--- src/hdl/stsu_pkg.sv ---
// Shared types, constants and helpers of the simplex tableau solver unit.
// Used by stsu_div, stsu_ctrl, stsu_dpath and simplex_tableau_solver_unit.
package stsu_pkg;

  localparam int unsigned MaxRows = 16;
  localparam int unsigned MaxCols = 16;
  localparam int unsigned Stride  = MaxCols + 1;
  localparam int unsigned Depth   = (MaxRows + 1) * (MaxCols + 1);
  localparam int unsigned AddrW   = $clog2(Depth);

  localparam logic [1:0] StatusOptimal   = 2'd0;
  localparam logic [1:0] StatusUnbounded = 2'd1;
  localparam logic [1:0] StatusLimit     = 2'd2;

  localparam logic [1:0] RegRowsUsed  = 2'd0;
  localparam logic [1:0] RegColsUsed  = 2'd1;
  localparam logic [1:0] RegIterLimit = 2'd2;

  typedef enum logic [5:0] {
    S_IDLE, S_COL_ADDR, S_COL_EVAL, S_OPT_ADDR, S_OPT_OUT, S_LIM_ADDR, S_LIM_OUT,
    S_UNB_OUT, S_ROW_A_ADDR, S_ROW_A_EVAL, S_ROW_B_ADDR, S_ROW_B_EVAL, S_ROW_MUL,
    S_ROW_CMP, S_ROW_ADV, S_ROW_END, S_RCP_LOAD, S_RCP_START, S_RCP_WAIT, S_RCP_SET,
    S_EX_CHECK, S_EX_A_ADDR, S_EX_A_EVAL, S_EX_C_ADDR, S_EX_C_EVAL, S_EX_W_ADDR,
    S_EX_W_EVAL, S_EX_MUL, S_EX_SUB, S_EX_ABS, S_EX_START, S_EX_WAIT, S_EX_WR,
    S_EX_ADV, S_PR_CHECK, S_PR_ADDR, S_PR_EVAL, S_PR_MUL, S_PR_ABS, S_PR_WR,
    S_PR_ADV, S_PC_CHECK, S_PC_ADDR, S_PC_EVAL, S_PC_MUL, S_PC_ABS, S_PC_WR,
    S_PC_ADV, S_PIV_WR
  } state_e;

  typedef enum logic [1:0] {CNT_HOLD, CNT_CLR, CNT_INC} cnt_op_e;

  typedef enum logic [2:0] {
    ADDR_IN, ADDR_M_J, ADDR_M_N, ADDR_I_PC, ADDR_I_N, ADDR_I_J, ADDR_PR_J, ADDR_PR_PC
  } addr_sel_e;

  typedef enum logic [1:0] {WD_IN, WD_DIV, WD_SCALE, WD_RCP} wd_sel_e;
  typedef enum logic [1:0] {MUL_RATIO, MUL_EXCH, MUL_SCALE} mul_sel_e;
  typedef enum logic [1:0] {MAG_DIFF, MAG_ONE, MAG_ROW, MAG_COL} mag_sel_e;

  typedef struct packed {
    logic       solve_init;
    logic       search_clr;
    cnt_op_e    i_op;
    cnt_op_e    j_op;
    addr_sel_e  addr_sel;
    logic       we;
    wd_sel_e    wd_sel;
    logic       col_upd;
    logic       row_upd;
    logic       ld_a;
    logic       ld_b;
    logic       ld_c;
    mul_sel_e   mul_sel;
    logic       mul_en;
    logic       sub_en;
    logic       mag_en;
    mag_sel_e   mag_sel;
    logic       div_start;
    logic       rcp_load;
    logic       cnt_inc;
    logic       out_load;
    logic [1:0] out_status;
    logic       out_zero;
  } cmd_t;

  typedef struct packed {
    logic need_nx;
    logic rd_pos;
    logic found;
    logic limit_hit;
    logic i_eq_pr;
    logic j_eq_pc;
    logic i_is_m;
    logic i_is_m1;
    logic j_is_n;
    logic j_is_n1;
    logic div_done;
  } sts_t;

  function automatic logic signed [31:0] sat_mag(input logic [63:0] mag, input logic neg);
    logic signed [31:0] r;
    if (neg) begin
      if (mag >= 64'h8000_0000) r = 32'sh8000_0000;
      else r = -$signed(mag[31:0]);
    end else begin
      if (mag >= 64'h8000_0000) r = 32'sh7FFF_FFFF;
      else r = $signed(mag[31:0]);
    end
    return r;
  endfunction

endpackage

--- src/hdl/stsu_ctrl.sv ---
// Solve sequencer: loads entries, runs column and row search and the exchange.
// Depends on stsu_pkg; drives stsu_dpath through cmd_t and reads sts_t.
module stsu_ctrl (
  input  logic           clk_i,
  input  logic           rst_ni,
  input  logic           in_valid_i,
  input  logic           in_last_i,
  input  logic           out_ready_i,
  input  stsu_pkg::sts_t sts_i,
  output logic           in_ready_o,
  output logic           out_valid_o,
  output stsu_pkg::cmd_t cmd_o
);

  stsu_pkg::state_e state_q, state_d;
  logic             out_valid_q, out_valid_d;
  logic             out_free;
  stsu_pkg::cmd_t   c;

  assign out_free = !out_valid_q || out_ready_i;

  always_ff @(posedge clk_i or negedge rst_ni) begin
    if (!rst_ni) begin
      state_q     <= stsu_pkg::S_IDLE;
      out_valid_q <= 1'b0;
    end else begin
      state_q     <= state_d;
      out_valid_q <= out_valid_d;
    end
  end

  always_comb begin
    c            = '0;
    c.i_op       = stsu_pkg::CNT_HOLD;
    c.j_op       = stsu_pkg::CNT_HOLD;
    c.addr_sel   = stsu_pkg::ADDR_IN;
    c.wd_sel     = stsu_pkg::WD_IN;
    c.mul_sel    = stsu_pkg::MUL_RATIO;
    c.mag_sel    = stsu_pkg::MAG_DIFF;
    c.out_status = stsu_pkg::StatusOptimal;
    state_d      = state_q;
    in_ready_o   = 1'b0;
    unique case (state_q)
      stsu_pkg::S_IDLE: begin
        in_ready_o = 1'b1;
        c.we       = in_valid_i;
        if (in_valid_i && in_last_i) begin
          c.solve_init = 1'b1;
          c.search_clr = 1'b1;
          state_d      = stsu_pkg::S_COL_ADDR;
        end
      end
      stsu_pkg::S_COL_ADDR: begin
        c.addr_sel = stsu_pkg::ADDR_M_J;
        state_d    = stsu_pkg::S_COL_EVAL;
      end
      stsu_pkg::S_COL_EVAL: begin
        c.addr_sel = stsu_pkg::ADDR_M_J;
        c.col_upd  = 1'b1;
        if (sts_i.j_is_n1) begin
          if (sts_i.need_nx) begin
            c.i_op  = stsu_pkg::CNT_CLR;
            state_d = stsu_pkg::S_ROW_A_ADDR;
          end else begin
            state_d = stsu_pkg::S_OPT_ADDR;
          end
        end else begin
          c.j_op  = stsu_pkg::CNT_INC;
          state_d = stsu_pkg::S_COL_ADDR;
        end
      end
      stsu_pkg::S_OPT_ADDR: begin
        c.addr_sel = stsu_pkg::ADDR_M_N;
        state_d    = stsu_pkg::S_OPT_OUT;
      end
      stsu_pkg::S_OPT_OUT: begin
        c.addr_sel = stsu_pkg::ADDR_M_N;
        if (out_free) begin
          c.out_load   = 1'b1;
          c.out_status = stsu_pkg::StatusOptimal;
          state_d      = stsu_pkg::S_IDLE;
        end
      end
      stsu_pkg::S_LIM_ADDR: begin
        c.addr_sel = stsu_pkg::ADDR_M_N;
        state_d    = stsu_pkg::S_LIM_OUT;
      end
      stsu_pkg::S_LIM_OUT: begin
        c.addr_sel = stsu_pkg::ADDR_M_N;
        if (out_free) begin
          c.out_load   = 1'b1;
          c.out_status = stsu_pkg::StatusLimit;
          state_d      = stsu_pkg::S_IDLE;
        end
      end
      stsu_pkg::S_UNB_OUT: begin
        if (out_free) begin
          c.out_load   = 1'b1;
          c.out_status = stsu_pkg::StatusUnbounded;
          c.out_zero   = 1'b1;
          state_d      = stsu_pkg::S_IDLE;
        end
      end
      stsu_pkg::S_ROW_A_ADDR: begin
        c.addr_sel = stsu_pkg::ADDR_I_PC;
        state_d    = stsu_pkg::S_ROW_A_EVAL;
      end
      stsu_pkg::S_ROW_A_EVAL: begin
        c.ld_a  = 1'b1;
        state_d = sts_i.rd_pos ? stsu_pkg::S_ROW_B_ADDR : stsu_pkg::S_ROW_ADV;
      end
      stsu_pkg::S_ROW_B_ADDR: begin
        c.addr_sel = stsu_pkg::ADDR_I_N;
        state_d    = stsu_pkg::S_ROW_B_EVAL;
      end
      stsu_pkg::S_ROW_B_EVAL: begin
        c.ld_b  = 1'b1;
        state_d = stsu_pkg::S_ROW_MUL;
      end
      stsu_pkg::S_ROW_MUL: begin
        c.mul_en  = 1'b1;
        c.mul_sel = stsu_pkg::MUL_RATIO;
        state_d   = stsu_pkg::S_ROW_CMP;
      end
      stsu_pkg::S_ROW_CMP: begin
        c.row_upd = 1'b1;
        state_d   = stsu_pkg::S_ROW_ADV;
      end
      stsu_pkg::S_ROW_ADV: begin
        if (sts_i.i_is_m1) begin
          state_d = stsu_pkg::S_ROW_END;
        end else begin
          c.i_op  = stsu_pkg::CNT_INC;
          state_d = stsu_pkg::S_ROW_A_ADDR;
        end
      end
      stsu_pkg::S_ROW_END: begin
        if (!sts_i.found) state_d = stsu_pkg::S_UNB_OUT;
        else if (sts_i.limit_hit) state_d = stsu_pkg::S_LIM_ADDR;
        else state_d = stsu_pkg::S_RCP_LOAD;
      end
      stsu_pkg::S_RCP_LOAD: begin
        c.mag_en  = 1'b1;
        c.mag_sel = stsu_pkg::MAG_ONE;
        state_d   = stsu_pkg::S_RCP_START;
      end
      stsu_pkg::S_RCP_START: begin
        c.div_start = 1'b1;
        state_d     = stsu_pkg::S_RCP_WAIT;
      end
      stsu_pkg::S_RCP_WAIT: begin
        if (sts_i.div_done) state_d = stsu_pkg::S_RCP_SET;
      end
      stsu_pkg::S_RCP_SET: begin
        c.rcp_load = 1'b1;
        c.i_op     = stsu_pkg::CNT_CLR;
        c.j_op     = stsu_pkg::CNT_CLR;
        state_d    = stsu_pkg::S_EX_CHECK;
      end
      stsu_pkg::S_EX_CHECK: begin
        state_d = (sts_i.i_eq_pr || sts_i.j_eq_pc) ? stsu_pkg::S_EX_ADV
                                                   : stsu_pkg::S_EX_A_ADDR;
      end
      stsu_pkg::S_EX_A_ADDR: begin
        c.addr_sel = stsu_pkg::ADDR_I_J;
        state_d    = stsu_pkg::S_EX_A_EVAL;
      end
      stsu_pkg::S_EX_A_EVAL: begin
        c.ld_a  = 1'b1;
        state_d = stsu_pkg::S_EX_C_ADDR;
      end
      stsu_pkg::S_EX_C_ADDR: begin
        c.addr_sel = stsu_pkg::ADDR_I_PC;
        state_d    = stsu_pkg::S_EX_C_EVAL;
      end
      stsu_pkg::S_EX_C_EVAL: begin
        c.ld_b  = 1'b1;
        state_d = stsu_pkg::S_EX_W_ADDR;
      end
      stsu_pkg::S_EX_W_ADDR: begin
        c.addr_sel = stsu_pkg::ADDR_PR_J;
        state_d    = stsu_pkg::S_EX_W_EVAL;
      end
      stsu_pkg::S_EX_W_EVAL: begin
        c.ld_c  = 1'b1;
        state_d = stsu_pkg::S_EX_MUL;
      end
      stsu_pkg::S_EX_MUL: begin
        c.mul_en  = 1'b1;
        c.mul_sel = stsu_pkg::MUL_EXCH;
        state_d   = stsu_pkg::S_EX_SUB;
      end
      stsu_pkg::S_EX_SUB: begin
        c.sub_en = 1'b1;
        state_d  = stsu_pkg::S_EX_ABS;
      end
      stsu_pkg::S_EX_ABS: begin
        c.mag_en  = 1'b1;
        c.mag_sel = stsu_pkg::MAG_DIFF;
        state_d   = stsu_pkg::S_EX_START;
      end
      stsu_pkg::S_EX_START: begin
        c.div_start = 1'b1;
        state_d     = stsu_pkg::S_EX_WAIT;
      end
      stsu_pkg::S_EX_WAIT: begin
        if (sts_i.div_done) state_d = stsu_pkg::S_EX_WR;
      end
      stsu_pkg::S_EX_WR: begin
        c.addr_sel = stsu_pkg::ADDR_I_J;
        c.we       = 1'b1;
        c.wd_sel   = stsu_pkg::WD_DIV;
        state_d    = stsu_pkg::S_EX_ADV;
      end
      stsu_pkg::S_EX_ADV: begin
        if (sts_i.j_is_n) begin
          c.j_op = stsu_pkg::CNT_CLR;
          if (sts_i.i_is_m) begin
            state_d = stsu_pkg::S_PR_CHECK;
          end else begin
            c.i_op  = stsu_pkg::CNT_INC;
            state_d = stsu_pkg::S_EX_CHECK;
          end
        end else begin
          c.j_op  = stsu_pkg::CNT_INC;
          state_d = stsu_pkg::S_EX_CHECK;
        end
      end
      stsu_pkg::S_PR_CHECK: begin
        state_d = sts_i.j_eq_pc ? stsu_pkg::S_PR_ADV : stsu_pkg::S_PR_ADDR;
      end
      stsu_pkg::S_PR_ADDR: begin
        c.addr_sel = stsu_pkg::ADDR_PR_J;
        state_d    = stsu_pkg::S_PR_EVAL;
      end
      stsu_pkg::S_PR_EVAL: begin
        c.ld_a  = 1'b1;
        state_d = stsu_pkg::S_PR_MUL;
      end
      stsu_pkg::S_PR_MUL: begin
        c.mul_en  = 1'b1;
        c.mul_sel = stsu_pkg::MUL_SCALE;
        state_d   = stsu_pkg::S_PR_ABS;
      end
      stsu_pkg::S_PR_ABS: begin
        c.mag_en  = 1'b1;
        c.mag_sel = stsu_pkg::MAG_ROW;
        state_d   = stsu_pkg::S_PR_WR;
      end
      stsu_pkg::S_PR_WR: begin
        c.addr_sel = stsu_pkg::ADDR_PR_J;
        c.we       = 1'b1;
        c.wd_sel   = stsu_pkg::WD_SCALE;
        state_d    = stsu_pkg::S_PR_ADV;
      end
      stsu_pkg::S_PR_ADV: begin
        if (sts_i.j_is_n) begin
          c.i_op  = stsu_pkg::CNT_CLR;
          state_d = stsu_pkg::S_PC_CHECK;
        end else begin
          c.j_op  = stsu_pkg::CNT_INC;
          state_d = stsu_pkg::S_PR_CHECK;
        end
      end
      stsu_pkg::S_PC_CHECK: begin
        state_d = sts_i.i_eq_pr ? stsu_pkg::S_PC_ADV : stsu_pkg::S_PC_ADDR;
      end
      stsu_pkg::S_PC_ADDR: begin
        c.addr_sel = stsu_pkg::ADDR_I_PC;
        state_d    = stsu_pkg::S_PC_EVAL;
      end
      stsu_pkg::S_PC_EVAL: begin
        c.ld_a  = 1'b1;
        state_d = stsu_pkg::S_PC_MUL;
      end
      stsu_pkg::S_PC_MUL: begin
        c.mul_en  = 1'b1;
        c.mul_sel = stsu_pkg::MUL_SCALE;
        state_d   = stsu_pkg::S_PC_ABS;
      end
      stsu_pkg::S_PC_ABS: begin
        c.mag_en  = 1'b1;
        c.mag_sel = stsu_pkg::MAG_COL;
        state_d   = stsu_pkg::S_PC_WR;
      end
      stsu_pkg::S_PC_WR: begin
        c.addr_sel = stsu_pkg::ADDR_I_PC;
        c.we       = 1'b1;
        c.wd_sel   = stsu_pkg::WD_SCALE;
        state_d    = stsu_pkg::S_PC_ADV;
      end
      stsu_pkg::S_PC_ADV: begin
        if (sts_i.i_is_m) begin
          state_d = stsu_pkg::S_PIV_WR;
        end else begin
          c.i_op  = stsu_pkg::CNT_INC;
          state_d = stsu_pkg::S_PC_CHECK;
        end
      end
      stsu_pkg::S_PIV_WR: begin
        c.addr_sel   = stsu_pkg::ADDR_PR_PC;
        c.we         = 1'b1;
        c.wd_sel     = stsu_pkg::WD_RCP;
        c.cnt_inc    = 1'b1;
        c.search_clr = 1'b1;
        state_d      = stsu_pkg::S_COL_ADDR;
      end
      default: state_d = stsu_pkg::S_IDLE;
    endcase
  end

  always_comb begin
    out_valid_d = out_valid_q;
    if (out_ready_i) out_valid_d = 1'b0;
    if (c.out_load) out_valid_d = 1'b1;
  end

  assign cmd_o       = c;
  assign out_valid_o = out_valid_q;

endmodule

--- config.mk ---
export PLATFORM = sky130hd
export DESIGN_NAME = stsu_ctrl
export DESIGN_NICKNAME = d
export VERILOG_FILES = /design/src/hdl/stsu_pkg.sv /design/src/hdl/stsu_ctrl.sv
export SDC_FILE = /design/constraint.sdc
export NUM_CORES = 1
export LEC_CHECK = 0
export ABC_AREA = 0
export BUFFER_PORTS_ARGS = -buffer_cell sky130_fd_sc_hd__buf_2
export CAP_MARGIN = 15
export CELL_PAD_IN_SITES_DETAIL_PLACEMENT = 0
export CELL_PAD_IN_SITES_GLOBAL_PLACEMENT = 1
export CORE_MARGIN = 2
export CORE_UTILIZATION = 37
export DETAILED_ROUTE_END_ITERATION = 12
export PLACE_DENSITY_LB_ADDON = 0.05
export SYNTH_ARGS = -nofsm -noshare
export SYNTH_HDL_FRONTEND = slang
export SYNTH_SLANG_ARGS = --single-unit
--- constraint.sdc ---
create_clock -name clk_i -period 3.11 [get_ports clk_i]
set_input_delay 0.311 -clock clk_i [delete_from_list [all_inputs] [get_ports clk_i]]
set_output_delay 0.311 -clock clk_i [all_outputs]
set_load 0.005 [all_outputs]
==> metrics.md, run 1 <==
| Metric | Value |
|---|---|
| Status | finished clean |
| Routed Antenna Nets | 0 |
| Final Hold Viols | 0 |
| Total power | about 1.9 mW |
| Detailed Route WL | roughly 6.2 mm |
| FP Rows | 23 |
| Clock H-tree levels | 1 |
| Rel. slew slack | a little under half |
| Overflow after GRT | 0 |
| Max Root-Sink Buffers | 2 |
| Clk_lat worst skew | 0.23 ns |
| Synth Register Bits | 7 |
| Cell area after layout | 0.001861 mm² |
| Share of layout cells above drive strength 1 | 26.62% |
| Yosys warns | 0 |
| Initial antenna violation count | 0 |
| Fmax | between 300 and 400 MHz |
| Max-Cap Viols | 0 |
| Post-synth ARST share | 100.0% |
| Synthesized Nets | between 200 and 300 |
| DR vias | 2091 |
| Multi-input logic area | between 0.001 and 0.0015 mm² |
| Yosys cell types | 67 |
| Clock transition at path regs | about 0.04 ns |
| Initial Util | between 30% and 40% |
| WP data arrival | 2.31 ns |
| DRT Pass-1 Iters | 6 |
| Die Span X | 69.66 µm |
| Setup Skew | roughly 0.00069 ns |
| IR drop worst, VDD | approximately 0.00042 V |
| Worst min path class | in -> async |
| GRT Total Usage | 24.23% |
| Sequential cell area | around 180 µm² |
| Delay of the slowest critical-path stage | between 0.8 and 0.9 ns |
| # setup viols final | 0 |
| Layout Nets | between 200 and 300 |
| First-pass GRT wire length | slightly below 10 mm |
| HPWL Detailed | roughly 4.5 mm |
| I/O pins | 49 |
| EDFF count, synth | 0 |
| Worst Path Max Fanout | 21 |
| Synth Cell Area | between 0.0015 and 0.002 mm² |
| CTS tree | yes |
| WL/cell | ~19 µm |
| Routability cong. | roughly 0.94 |
| Mapped Cells | about 240 |
| Input/output buffers | 48 |
| Total inserted antenna cells | 0 |
| Filler instances | 450 |
| Area growth syn-to-layout | 16.63% |
| Die H | 69.66 µm |
| DR vias/cell | around 6.4 |
| Sequential area share after synthesis | around 11% |
| CTS root buffer | clkbuf_8 |
| Commonest non-fill, non-tap cells in the layout | 48 x buf_2, 32 x nand2_1, 27 x nor2_1 |
| Mapped Avg Cell Area | about 6.6 µm² |
| Clk sinks | 7 |
| Cell Area, Placed | between 0.0015 and 0.002 mm² |
| Startpoint Class | flip-flop |
| Clock buffer count from CTS | 3 |
| Pwr Density | roughly 1000 mW/mm² |
| Top FF cell, synth | dfrtp_1 |
| Post-layout min period | 2.616 ns |
| Post-CTS setup buffer count | 0 |
| Setup tns final | 0 ns |
| Slew @ Worst Pin | slightly below 0.8 ns |
| Critical-path cell list | inv_1 > nor4_1 > a21oi_1 > o21ai_1 > buf_2 |
| Vias in the first global route | roughly 1.9k |
| Max-slew violation count | 0 |
| Die Area | 0.004853 mm² |
| Leakage power | between 0.8 and 0.9 nW |
| Commonest non-fill, non-tap cell in the layout | buf_2 |
| DRC violations left | 0 |
| Crit path kind | reg -> out |
| Core area | 0.004086 mm² |
| Worst EP required | approximately 2.8 ns |
| Final period utilization | a little over four fifths |
| Initial drt markers | 292 |
| CP endpoint kind | output pin |
| Critical path's slowest cell | dfrtp_1 |
| Largest net degree at the start of global routing | 27 |
| RSZ-0062 raised after global routing | false |
==> layer usage <==
metal / global-route usage [%] / vias to the layer above / share of wire [%]
li1: - / 970 / -
met1: 33.86 / 951 / 42
met2: 39.32 / 149 / 45
met3: 3.634 / 21 / 10
met4: 5.342 / 0 / 2.7
met5: 0 / - / 0
==> critical path, delay by kind of cell (launching register included) <==
family / cells / cell delay, ns
flops: 1 / 0.82
simple gates: 1 / 0.62
buf+inv: 2 / 0.45
compound gates: 2 / 0.19
==> flip-flops by register name (all words and copies together) (netlist names) <==
register and flops:
out_valid_o 1, state_q 6
==> cell usage after synthesis, types with 2 or more instances <==
cell,n,area share (%)
nand2_1,32,7.5
nor2_1,27,6.4
a21oi_1,14,4.4
nor3_1,12,3.8
buf_2,11,3.5
buf_4,10,4.7
nand2b_1,9,3.5
o21ai_0,8,2.5
dfrtp_1,7,11
nor2b_1,7,2.7
o32ai_1,7,3.8
inv_1,6,1.4
nand3_1,5,1.6
nor4_1,5,2.0
o22ai_1,5,2.0
or3_1,4,1.6
a211oi_1,3,1.4
a22oi_1,3,1.4
a31oi_1,3,1.2
clkbuf_1,3,0.71
o211ai_1,3,1.4
or2_1,3,1.2
a221oi_1,2,1.1
a2bb2oi_1,2,1.1
and2_1,2,0.78
and3_1,2,0.78
nand4_1,2,0.78
nor2_2,2,0.78
o21ai_1,2,0.63
o311a_1,2,1.3
o31ai_1,2,0.94
o32a_1,2,1.3
==> layout make-up <==
class | instances | share of cell area, %
inverter | 7 | 1.412
tap | 50 | 3.362
clock buffer | 4 | 2.421
sequential | 7 | 9.415
multi-input combinational | 203 | 66.71
timing repair buffer | 57 | 16.68
==> path summary, 6_finish.rpt <==
kind | startpoint | end | slack (ns) | cells after the start
setup reg to reg | state_q[1] | state_q[0] | 0.84 | 6
hold / removal | rst_ni | state_q[1] | 0.44 | 2
max in group asynchronous | rst_ni | state_q[2] | 2.52 | 2
min in group clk_i | sts_i[0] | state_q[4] | 0.44 | 3
setup / recovery | state_q[4] | cmd_o[23] | 0.49 | 5
hold reg to reg | out_valid_o | out_valid_o | 0.54 | 2
==> metrics by stage <==
stage               instances  hold slack, ns  util (%)  setup WS (ns)
global route              328          0.4641     45.53         0.3585
detailed placement        323          0.1473     44.18         0.8269
CTS                       328          0.4318     45.53         0.5836
floorplan                 242         0.01541         -          1.383
finish                    328          0.4381     45.53         0.4937
global placement          323          0.1455     44.18         0.7684
==> where the power goes <==
group / internal [mW] / switching, mW / total, mW
sequential: 0.132 / 0.232 / 0.364
clock: 0.0887 / 0.0401 / 0.129
combinational: 0.577 / 0.872 / 1.45
==> cells by family after synthesis <==
family | after synthesis | share of synthesized area, %
compound gates | 71 | 31.84
mux | 3 | 2.039
flops | 7 | 10.98
buf+inv | 32 | 11.21
xor+xnor | 2 | 1.098
simple gates | 127 | 42.82
==> what timing repair did <==
action	in CTS	in global routing
hold buffers	1	0
gates resized for setup	0	0
hold endpoints to repair	7	0
Note: power is estimated with default switching activity, not from simulation.
==> run 2, diff against run 1 <==
--- a/config.mk
+++ b/config.mk
@@ -5,13 +5,13 @@
 export SDC_FILE = /design/constraint.sdc
 export NUM_CORES = 1
 export LEC_CHECK = 0
-export ABC_AREA = 0
+export ABC_AREA = 1
 export BUFFER_PORTS_ARGS = -buffer_cell sky130_fd_sc_hd__buf_2
 export CAP_MARGIN = 15
 export CELL_PAD_IN_SITES_DETAIL_PLACEMENT = 0
 export CELL_PAD_IN_SITES_GLOBAL_PLACEMENT = 1
 export CORE_MARGIN = 2
-export CORE_UTILIZATION = 37
+export CORE_UTILIZATION = 31
 export DETAILED_ROUTE_END_ITERATION = 12
 export PLACE_DENSITY_LB_ADDON = 0.05
 export SYNTH_ARGS = -nofsm -noshare
==> constraint.sdc (replaced) <==
create_clock -name clk_i -period 2.6 [get_ports clk_i]
set_input_delay 0.26 -clock clk_i [delete_from_list [all_inputs] [get_ports clk_i]]
set_output_delay 0.26 -clock clk_i [all_outputs]
set_load 0.005 [all_outputs]
==> run 2 against run 1 <==
  * Clock skew about the same
  * Combinational power decreased by 27%
  * Synthesized area is 12% lower
  * Die area up 5.2%
  * Flip-flop and latch count unchanged
  * Power shrank 26%
  * Via count is 2.4% lower
  * Sequential share of layout area increased by 0.56 points
  * Register-to-register slack got worse by 0.22 ns
  * Core utilization shrank 5.2 points
  * Largest power group unchanged
  * Highest routed layer unchanged
==> metrics.md, run 2 <==
| Metric | Value |
|---|---|
| CP endpoint kind | output pin |
| DRC violations left | 0 (unchanged) |
| Pwr Density | 813.5 mW/mm² (-22%) |
| Vias in the first global route | 1969 (+3.9%) |
| WP data arrival | 1.99 ns (-0.32 ns) |
| Worst Path Max Fanout | 8 (-62%) |
| HPWL Detailed | 5.018 mm (+12%) |
| Largest Register | state_q |
| Slew @ Worst Pin | 0.6449 ns (-0.1472 ns) |
| Resize count post-CTS | 0 (unchanged) |
| Clock transition at path regs | 0.04 ns (about the same) |
| Total inserted antenna cells | 0 (unchanged) |
| WL/cell | 15.21 µm (-19%) |
| Post-layout min period | 2.248 ns |
| CTS tree | yes |
| Mapped Avg Cell Area | 4.764 µm² (-28%) |
| Switching pwr | 0.8373 mW (-27%) |
| Final Hold Viols | 0 (unchanged) |
| R2R Path Start | state_q[0] |
| Worst EP required | 2.34 ns (-0.46 ns) |
| DRT Pass-1 Iters | 5 (-1) |
| Clock H-tree levels | 1 (unchanged) |
| Die Span X | 71.45 µm (+2.6%) |
| Mapped Cells | 296 (+22%) |
| Worst min path class | in -> reg |
| Filler instances | 531 (+18%) |
| Leakage power | 1.316 nW (+63%) |
| Final period utilization | slightly below 90% |
| Max-Cap Viols | 0 (unchanged) |
| Seq pwr share | 15.2% (-3.6 points) |
| Largest cells by area after synthesis | nand2_1 27%, nor2_1 17%, nand3_1 14%, dfrtp_1 12%, inv_1 11% |
| Fmax | ~440 MHz |
| Sequential area share after synthesis | 12.42% (+1.4 points) |
| Initial antenna violation count | 0 (unchanged) |
| Synth Register Bits | 7 (unchanged) |
| Synth top area share | 27.15% (+16 points) |
| Max Root-Sink Buffers | 2 (unchanged) |
| Largest family of logic cells by synthesized area | simple AND/OR/NAND/NOR gates |
| Post-synthesis mux area share | 0% (-2.0 points) |
| RSZ-0062 raised after global routing | false |
| Setup tns final | 0 ns (unchanged) |
| Layout Nets | 363 (+23%) |
| Initial drt markers | 177 (-39%) |
| Met1 Wirelength | 2.836 mm (+8.0%) |
| Routed Antenna Nets | 0 (unchanged) |
| Hold depth | 4 |
| Most frequent cell after synthesis | nand2_1 |
| Clk_lat worst skew | 0.23 ns (about the same) |
| GRT Total Usage | 24.39% (+0.17 points) |
| First-pass GRT wire length | 9.687 mm (-0.14%) |
| Synth Cell Area | 0.001410 mm² (-12%) |
| Routability cong. | 0.9476 (+0.91%) |
| DR vias/cell | 5.128 (-20%) |
| Fraction of synthesized cell area in xor and xnor cells | 0% (-1.1 points) |
| EDFF count, synth | 0 (unchanged) |
| Setup Skew | 0.0005009 ns (-0.0001936 ns) |
| Rel. slew slack | 56.85% (+9.7 points) |
| Clock buffer count from CTS | 3 (unchanged) |
| Overflow after GRT | 0 (unchanged) |
| CTS root buffer | clkbuf_8 |
| Hold buffer count at cts | 1 (unchanged) |
| Max-slew violation count | 0 (unchanged) |
| FP Rows | 24 (+4.3%) |
| Core area | 0.004354 mm² (+6.6%) |
| DP Worst Slack | 0.6177 ns (-0.2092 ns) |
| Detailed Route WL | 6.053 mm (-2.3%) |
| Most common library cells after synthesis | 102 x nand2_1, 65 x nor2_1, 42 x inv_1 |
| Crit path kind | reg -> out |
| Routed wl met2 | 2.665 mm (-3.5%) |
| Post-synth ARST share | 100.0% (unchanged) |
| Adder-cell share of the synthesized area | 0% (unchanged) |
| Pint | 0.5907 mW (-26%) |
| Hold Startpoint | sts_i[0] |
| R2R depth | 8 (+2) |
| Input/output buffers | 48 (unchanged) |
| Largest net degree at the start of global routing | 13 (-52%) |
| Crit Reg-Reg Endpoint | state_q[4] |
| Top FF cell, synth | dfrtp_1 |
| Net Sw Frac | 58.63% (-0.29 points) |
| Simple-Gate Fraction of Synth Area | 68.86% (+26 points) |
| Yosys top cell by area | nand2_1 |
| Yosys warns | 0 (unchanged) |
| Highest Signal Layer | met4 |
| Post-route setup slack | 0.3518 ns (-0.1419 ns) |
| Commonest non-fill, non-tap cell in the layout | nand2_1 |
| Clk pwr share | 10.8% (+4.2 points) |
| I/O pins | 49 (unchanged) |
| Commonest non-fill, non-tap cells in the layout | 102 x nand2_1, 65 x nor2_1, 48 x buf_2 |
| Area growth syn-to-layout | 24.49% |
| Yosys cell types | 21 (-69%) |
| Die Area | 0.005104 mm² (+5.2%) |
| Synth Area in Compound Gates | 4.880% (-27 points) |
| Initial Util | 32.39% (-6.7 points) |
| Startpoint Class | flip-flop |
| # setup viols final | 0 (unchanged) |
| Worst reg2reg setup slack | 0.62 ns (-0.22 ns) |
| Comb power frac | 73.9% (-0.7 points) |
| Max FFs per register | 6 (unchanged) |
| DR vias | 2041 (-2.4%) |
| Clk sinks | 7 (unchanged) |
| Worst Hold Path EP | state_q[4] |
| Post-CTS setup buffer count | 0 (unchanged) |
| Die H | 71.45 µm (+2.6%) |
| Synthesized Nets | 312 (+21%) |
| IR drop worst, VDD | 0.0005406 V (+30%) |
| Status | finished clean |
| Share of layout cells above drive strength 1 | 18.50% (-8.1 points) |
| Met3 WL post-DR | 443 µm (-31%) |
[run 2: cell types whose count changed after synthesis, moves of 8 or more]
cell / previous run / this run
nand2_1: 32 / 102
nor2_1: 27 / 65
inv_1: 6 / 42
nand3_1: 5 / 39
a21oi_1: 14 / 2
nand2b_1: 9 / 0
nor3_1: 12 / 3
buf_2: 11 / 3
[run 2: per-layer routing]
metal  up-vias  track usage (%)
li1       1027                -
met1       905            34.16
met2        99            38.58
met3        10            4.079
met4         0            6.918
met5         -                0
[run 2: kinds of logic (layout without fill, tap and decap cells)]
kind of cell | count (synthesis) | after routing
flip-flops | 7 | 7
buffers and inverters | 48 | 98
AND/OR/NAND/NOR | 230 | 230
AO/OA/AOI/OAI | 11 | 11
[run 2: stage by stage]
step	total power, mW	utilization (%)	cell area (µm²)	hold slack, ns	instances
after floorplan	0.8949	-	1410	-0.03559	296
after global placement	1.270	39.05	1700	0.1019	393
after detailed placement	1.252	39.05	1700	0.1044	393
after CTS	1.413	40.32	1755	0.3429	398
after global routing	1.568	40.32	1755	0.3728	398
final	1.428	40.32	1755	0.3394	398
[run 2: power groups by stage]
stage                     Clock (mW)  Combinational (mW)  Sequential (mW)
final                          0.155                1.06            0.217
after global routing           0.170                1.17            0.225
after CTS                      0.156                1.04            0.217
after detailed placement           0                1.03            0.218
after global placement             0                1.05            0.217
after floorplan                    0               0.705            0.190
[run 2: worst max-delay path: stages (launching register included)]
cell,delay (ns)
dfrtp_1,0.43
nor2_1,0.54
nand3b_1,0.35
nand2_1,0.18
nor2_1,0.07
nand3_1,0.07
buf_2,0.11
[run 2: cell type report]
class / instances / area (µm²) / area share, %
Tap cell: 52 / 65.06 / 3.706
Multi-Input combinational cell: 241 / 1040 / 59.23
Clock buffer: 4 / 45.04 / 2.566
Sequential cell: 7 / 175.2 / 9.979
Inverter: 42 / 157.7 / 8.981
Timing Repair Buffer: 52 / 272.8 / 15.54
[run 2: worst max path at each step]
stage / from / slack (ns) / to / cells after the start
6_report: state_q[0] / 0.35 / cmd_o[23] / 6
5_1_grt: state_q[0] / 0.21 / cmd_o[21] / 6
4_1_cts: state_q[0] / 0.37 / cmd_o[23] / 6
3_5_place_dp: state_q[0] / 0.62 / cmd_o[23] / 6
3_3_place_gp: state_q[0] / 0.66 / state_q[4] / 11
2_1_floorplan: state_q[3] / 1.07 / cmd_o[28] / 4
==> run 3, diff against run 2 <==
--- a/config.mk
+++ b/config.mk
@@ -7,12 +7,13 @@
 export LEC_CHECK = 0
 export ABC_AREA = 1
 export BUFFER_PORTS_ARGS = -buffer_cell sky130_fd_sc_hd__buf_2
-export CAP_MARGIN = 15
+export CAP_MARGIN = 20
 export CELL_PAD_IN_SITES_DETAIL_PLACEMENT = 0
 export CELL_PAD_IN_SITES_GLOBAL_PLACEMENT = 1
 export CORE_MARGIN = 2
-export CORE_UTILIZATION = 31
+export CORE_UTILIZATION = 34
 export DETAILED_ROUTE_END_ITERATION = 12
+export HOLD_SLACK_MARGIN = 0.12
 export PLACE_DENSITY_LB_ADDON = 0.05
 export SYNTH_ARGS = -nofsm -noshare
 export SYNTH_HDL_FRONTEND = slang
==> constraint.sdc (replaced) <==
create_clock -name clk_i -period 2.9 [get_ports clk_i]
set_input_delay 0.29 -clock clk_i [delete_from_list [all_inputs] [get_ports clk_i]]
set_output_delay 0.29 -clock clk_i [all_outputs]
set_load 0.005 [all_outputs]
==> run 3 against run 2 <==
  * Sequential share of layout area grew 0.057 points
  * Highest routed layer unchanged
  * Clock skew about the same
  * Critical path type unchanged
  * Critical path depth grew 1
  * Register-to-register slack gained 0.31 ns
  * Largest cell class unchanged
  * Worst setup slack better by 0.35 ns
  * Count of clock-buffer cells in the layout is the same
  * Power decreased by 11%
  * Die area decreased by 8.3%
  * Routed wire length fell by 5.0%
  * Sequential power decreased by 8%
  * Combinational power is 11% lower
==> metrics.md, run 3 (synthesis gave the netlist of run 2 again) <==
| Metric | Value |
|---|---|
| Delay of the slowest critical-path stage | 0.50 ns (-0.04 ns) |
| Routed Antenna Nets | 0 (unchanged) |
| Clk_lat worst skew | 0.22 ns (about the same) |
| Final non-filler cell total | 395 (-0.75%) |
| First-pass GRT wire length | 8.818 mm (-9.0%) |
| HPWL Detailed | 4.702 mm (-6.3%) |
| Hold depth | 4 (unchanged) |
| Largest net degree at the start of global routing | 19 (+6) |
| Final period utilization | ~76% |
| Initial antenna violation count | 0 (unchanged) |
| Crit path kind | reg -> out |
| Hold WS | 0.3828 ns (+0.04337 ns) |
| Max-Cap Viols | 0 (unchanged) |
| Post-route setup slack | 0.7033 ns (+0.3515 ns) |
| DRT Pass-1 Iters | 5 (unchanged) |
| Rel. slew slack | 50.77% (-6.1 points) |
| Routability cong. | 0.9733 (+2.7%) |
| Die Area | 0.004679 mm² (-8.3%) |
| DR vias/cell | 5.271 (+2.8%) |
| Overflow after GRT | 0 (unchanged) |
| IR drop worst, VDD | 0.0004510 V (-17%) |
| Post-CTS setup buffer count | 0 (unchanged) |
| Critical-path cell list | nand2_1 > nor2_2 > nand2_1 > nor2_1 > inv_1 > o311ai_0 > buf_2 |
| Placed cells | 390 (-0.76%) |
| Largest Register | state_q |
| Max FFs per register | 6 (unchanged) |
| Resize count post-CTS | 0 (unchanged) |
| Final Hold Viols | 0 (unchanged) |
| Clock H-tree levels | 1 (unchanged) |
| Input/output buffers | 48 (unchanged) |
| Worst min path class | in -> reg |
| Total inserted antenna cells | 0 (unchanged) |
| GRT Total Usage | 25.89% (+1.5 points) |
| Setup Skew | 0.0003518 ns (-0.0001491 ns) |
| Worst Path Max Fanout | 7 (-1) |
| Startpoint Class | flip-flop |
| Max Root-Sink Buffers | 2 (unchanged) |
| Layout Nets | 362 (-0.28%) |
| WP data arrival | 1.91 ns (-0.08 ns) |
| Die H | 68.40 µm (-4.3%) |
| Finished Core Util | 43.63% (+3.3 points) |
| CTS tree | yes |
| Share of layout cells above drive strength 1 | 18.26% (-0.24 points) |
| Leakage power | 1.310 nW (-0.41%) |
| Commonest non-fill, non-tap cell in the layout | nand2_1 |
| R2R depth | 10 (+2) |
| Initial drt markers | 286 (+62%) |
| Filler instances | 467 (-12%) |
| Worst EP required | 2.61 ns (+0.27 ns) |
| Commonest non-fill, non-tap cells in the layout | 102 x nand2_1, 65 x nor2_1, 48 x buf_2 |
| Fmax | ~460 MHz |
| Most used cell, CP | nand2_1 |
| Status | finished clean |
| Post-layout min period | about 2.2 ns |
| RSZ-0062 raised after global routing | false |
| Critical path's slowest cell | dfrtp_1 |
| I/O pins | 49 (unchanged) |
| DRC violations left | 0 (unchanged) |
| WL/cell | 14.56 µm (-4.3%) |
| Clk sinks | 7 (unchanged) |
| Vias in the first global route | 1823 (-7.4%) |
| Clock buffer count from CTS | 3 (unchanged) |
| CP endpoint kind | output pin |
| Detailed Route WL | 5.750 mm (-5.0%) |
| DR vias | 2082 (+2.0%) |
| Setup tns final | 0 ns (unchanged) |
| CTS root buffer | clkbuf_8 |
| Pwr Density | 730.4 mW/mm² (-10%) |
| Core area | 0.004000 mm² (-8.1%) |
| # setup viols final | 0 (unchanged) |
| Clock transition at path regs | 0.04 ns (about the same) |
| Hold buffer count at cts | 1 (unchanged) |
| Die Span X | 68.40 µm (-4.3%) |
| DP Worst Slack | 0.9712 ns (+0.3535 ns) |
| Max-slew violation count | 0 (unchanged) |
| Area growth syn-to-layout | 23.78% |
| FP Rows | 23 (-4.2%) |
| Slew @ Worst Pin | 0.7377 ns (+0.09279 ns) |
| Initial Util | 35.25% (+2.9 points) |
## run 3: layer usage
metal  up-vias  part of all wire, %  GRT usage [%]
li1       1027                    -              -
met4         0                  3.3          11.50
met1       922                   44          37.00
met5         -                    0              0
met2       117                   43          38.58
met3        16                  9.6          2.961
## run 3: worst paths after layout
path | from | slack (ns) | endpoint
setup / recovery | state_q[3] | 0.70 | cmd_o[28]
hold / removal | sts_i[0] | 0.38 | state_q[4]
setup reg to reg | state_q[4] | 0.93 | state_q[4]
hold reg to reg | state_q[0] | 0.60 | state_q[0]
max in group asynchronous | rst_ni | 2.31 | state_q[0]
min in group asynchronous | rst_ni | 0.43 | state_q[4]
## run 3: final cells by class
| class | count | area (µm²) | share of cell area [%] |
|---|---|---|---|
| clock buffer | 4 | 45.04 | 2.581 |
| sequential | 7 | 175.2 | 10.04 |
| multi-input combinational | 241 | 1040 | 59.57 |
| timing repair buffer | 51 | 265.3 | 15.20 |
| tap | 50 | 62.56 | 3.584 |
| inverter | 42 | 157.7 | 9.032 |
## run 3: power by group
part	switching (mW)	leakage, nW	internal, mW
logic	0.653	1.20	0.287
registers	0.0590	0.0918	0.140
clock network	0.0412	0.0228	0.0950
## run 3: critical path, delay by kind of cell (launching register included)
kind | cells | cell delay (ns)
AND/OR/NAND/NOR | 4 | 0.86
flip-flops | 1 | 0.50
AO/OA/AOI/OAI | 1 | 0.08
buffers and inverters | 2 | 0.25
## run 3: per-stage QoR
step                instance area (µm²)  power (mW)
global route                       1745       1.391
global placement                   1690       1.135
floorplan                          1410      0.8024
finish                             1745       1.275
CTS                                1745       1.253
detailed placement                 1690       1.112
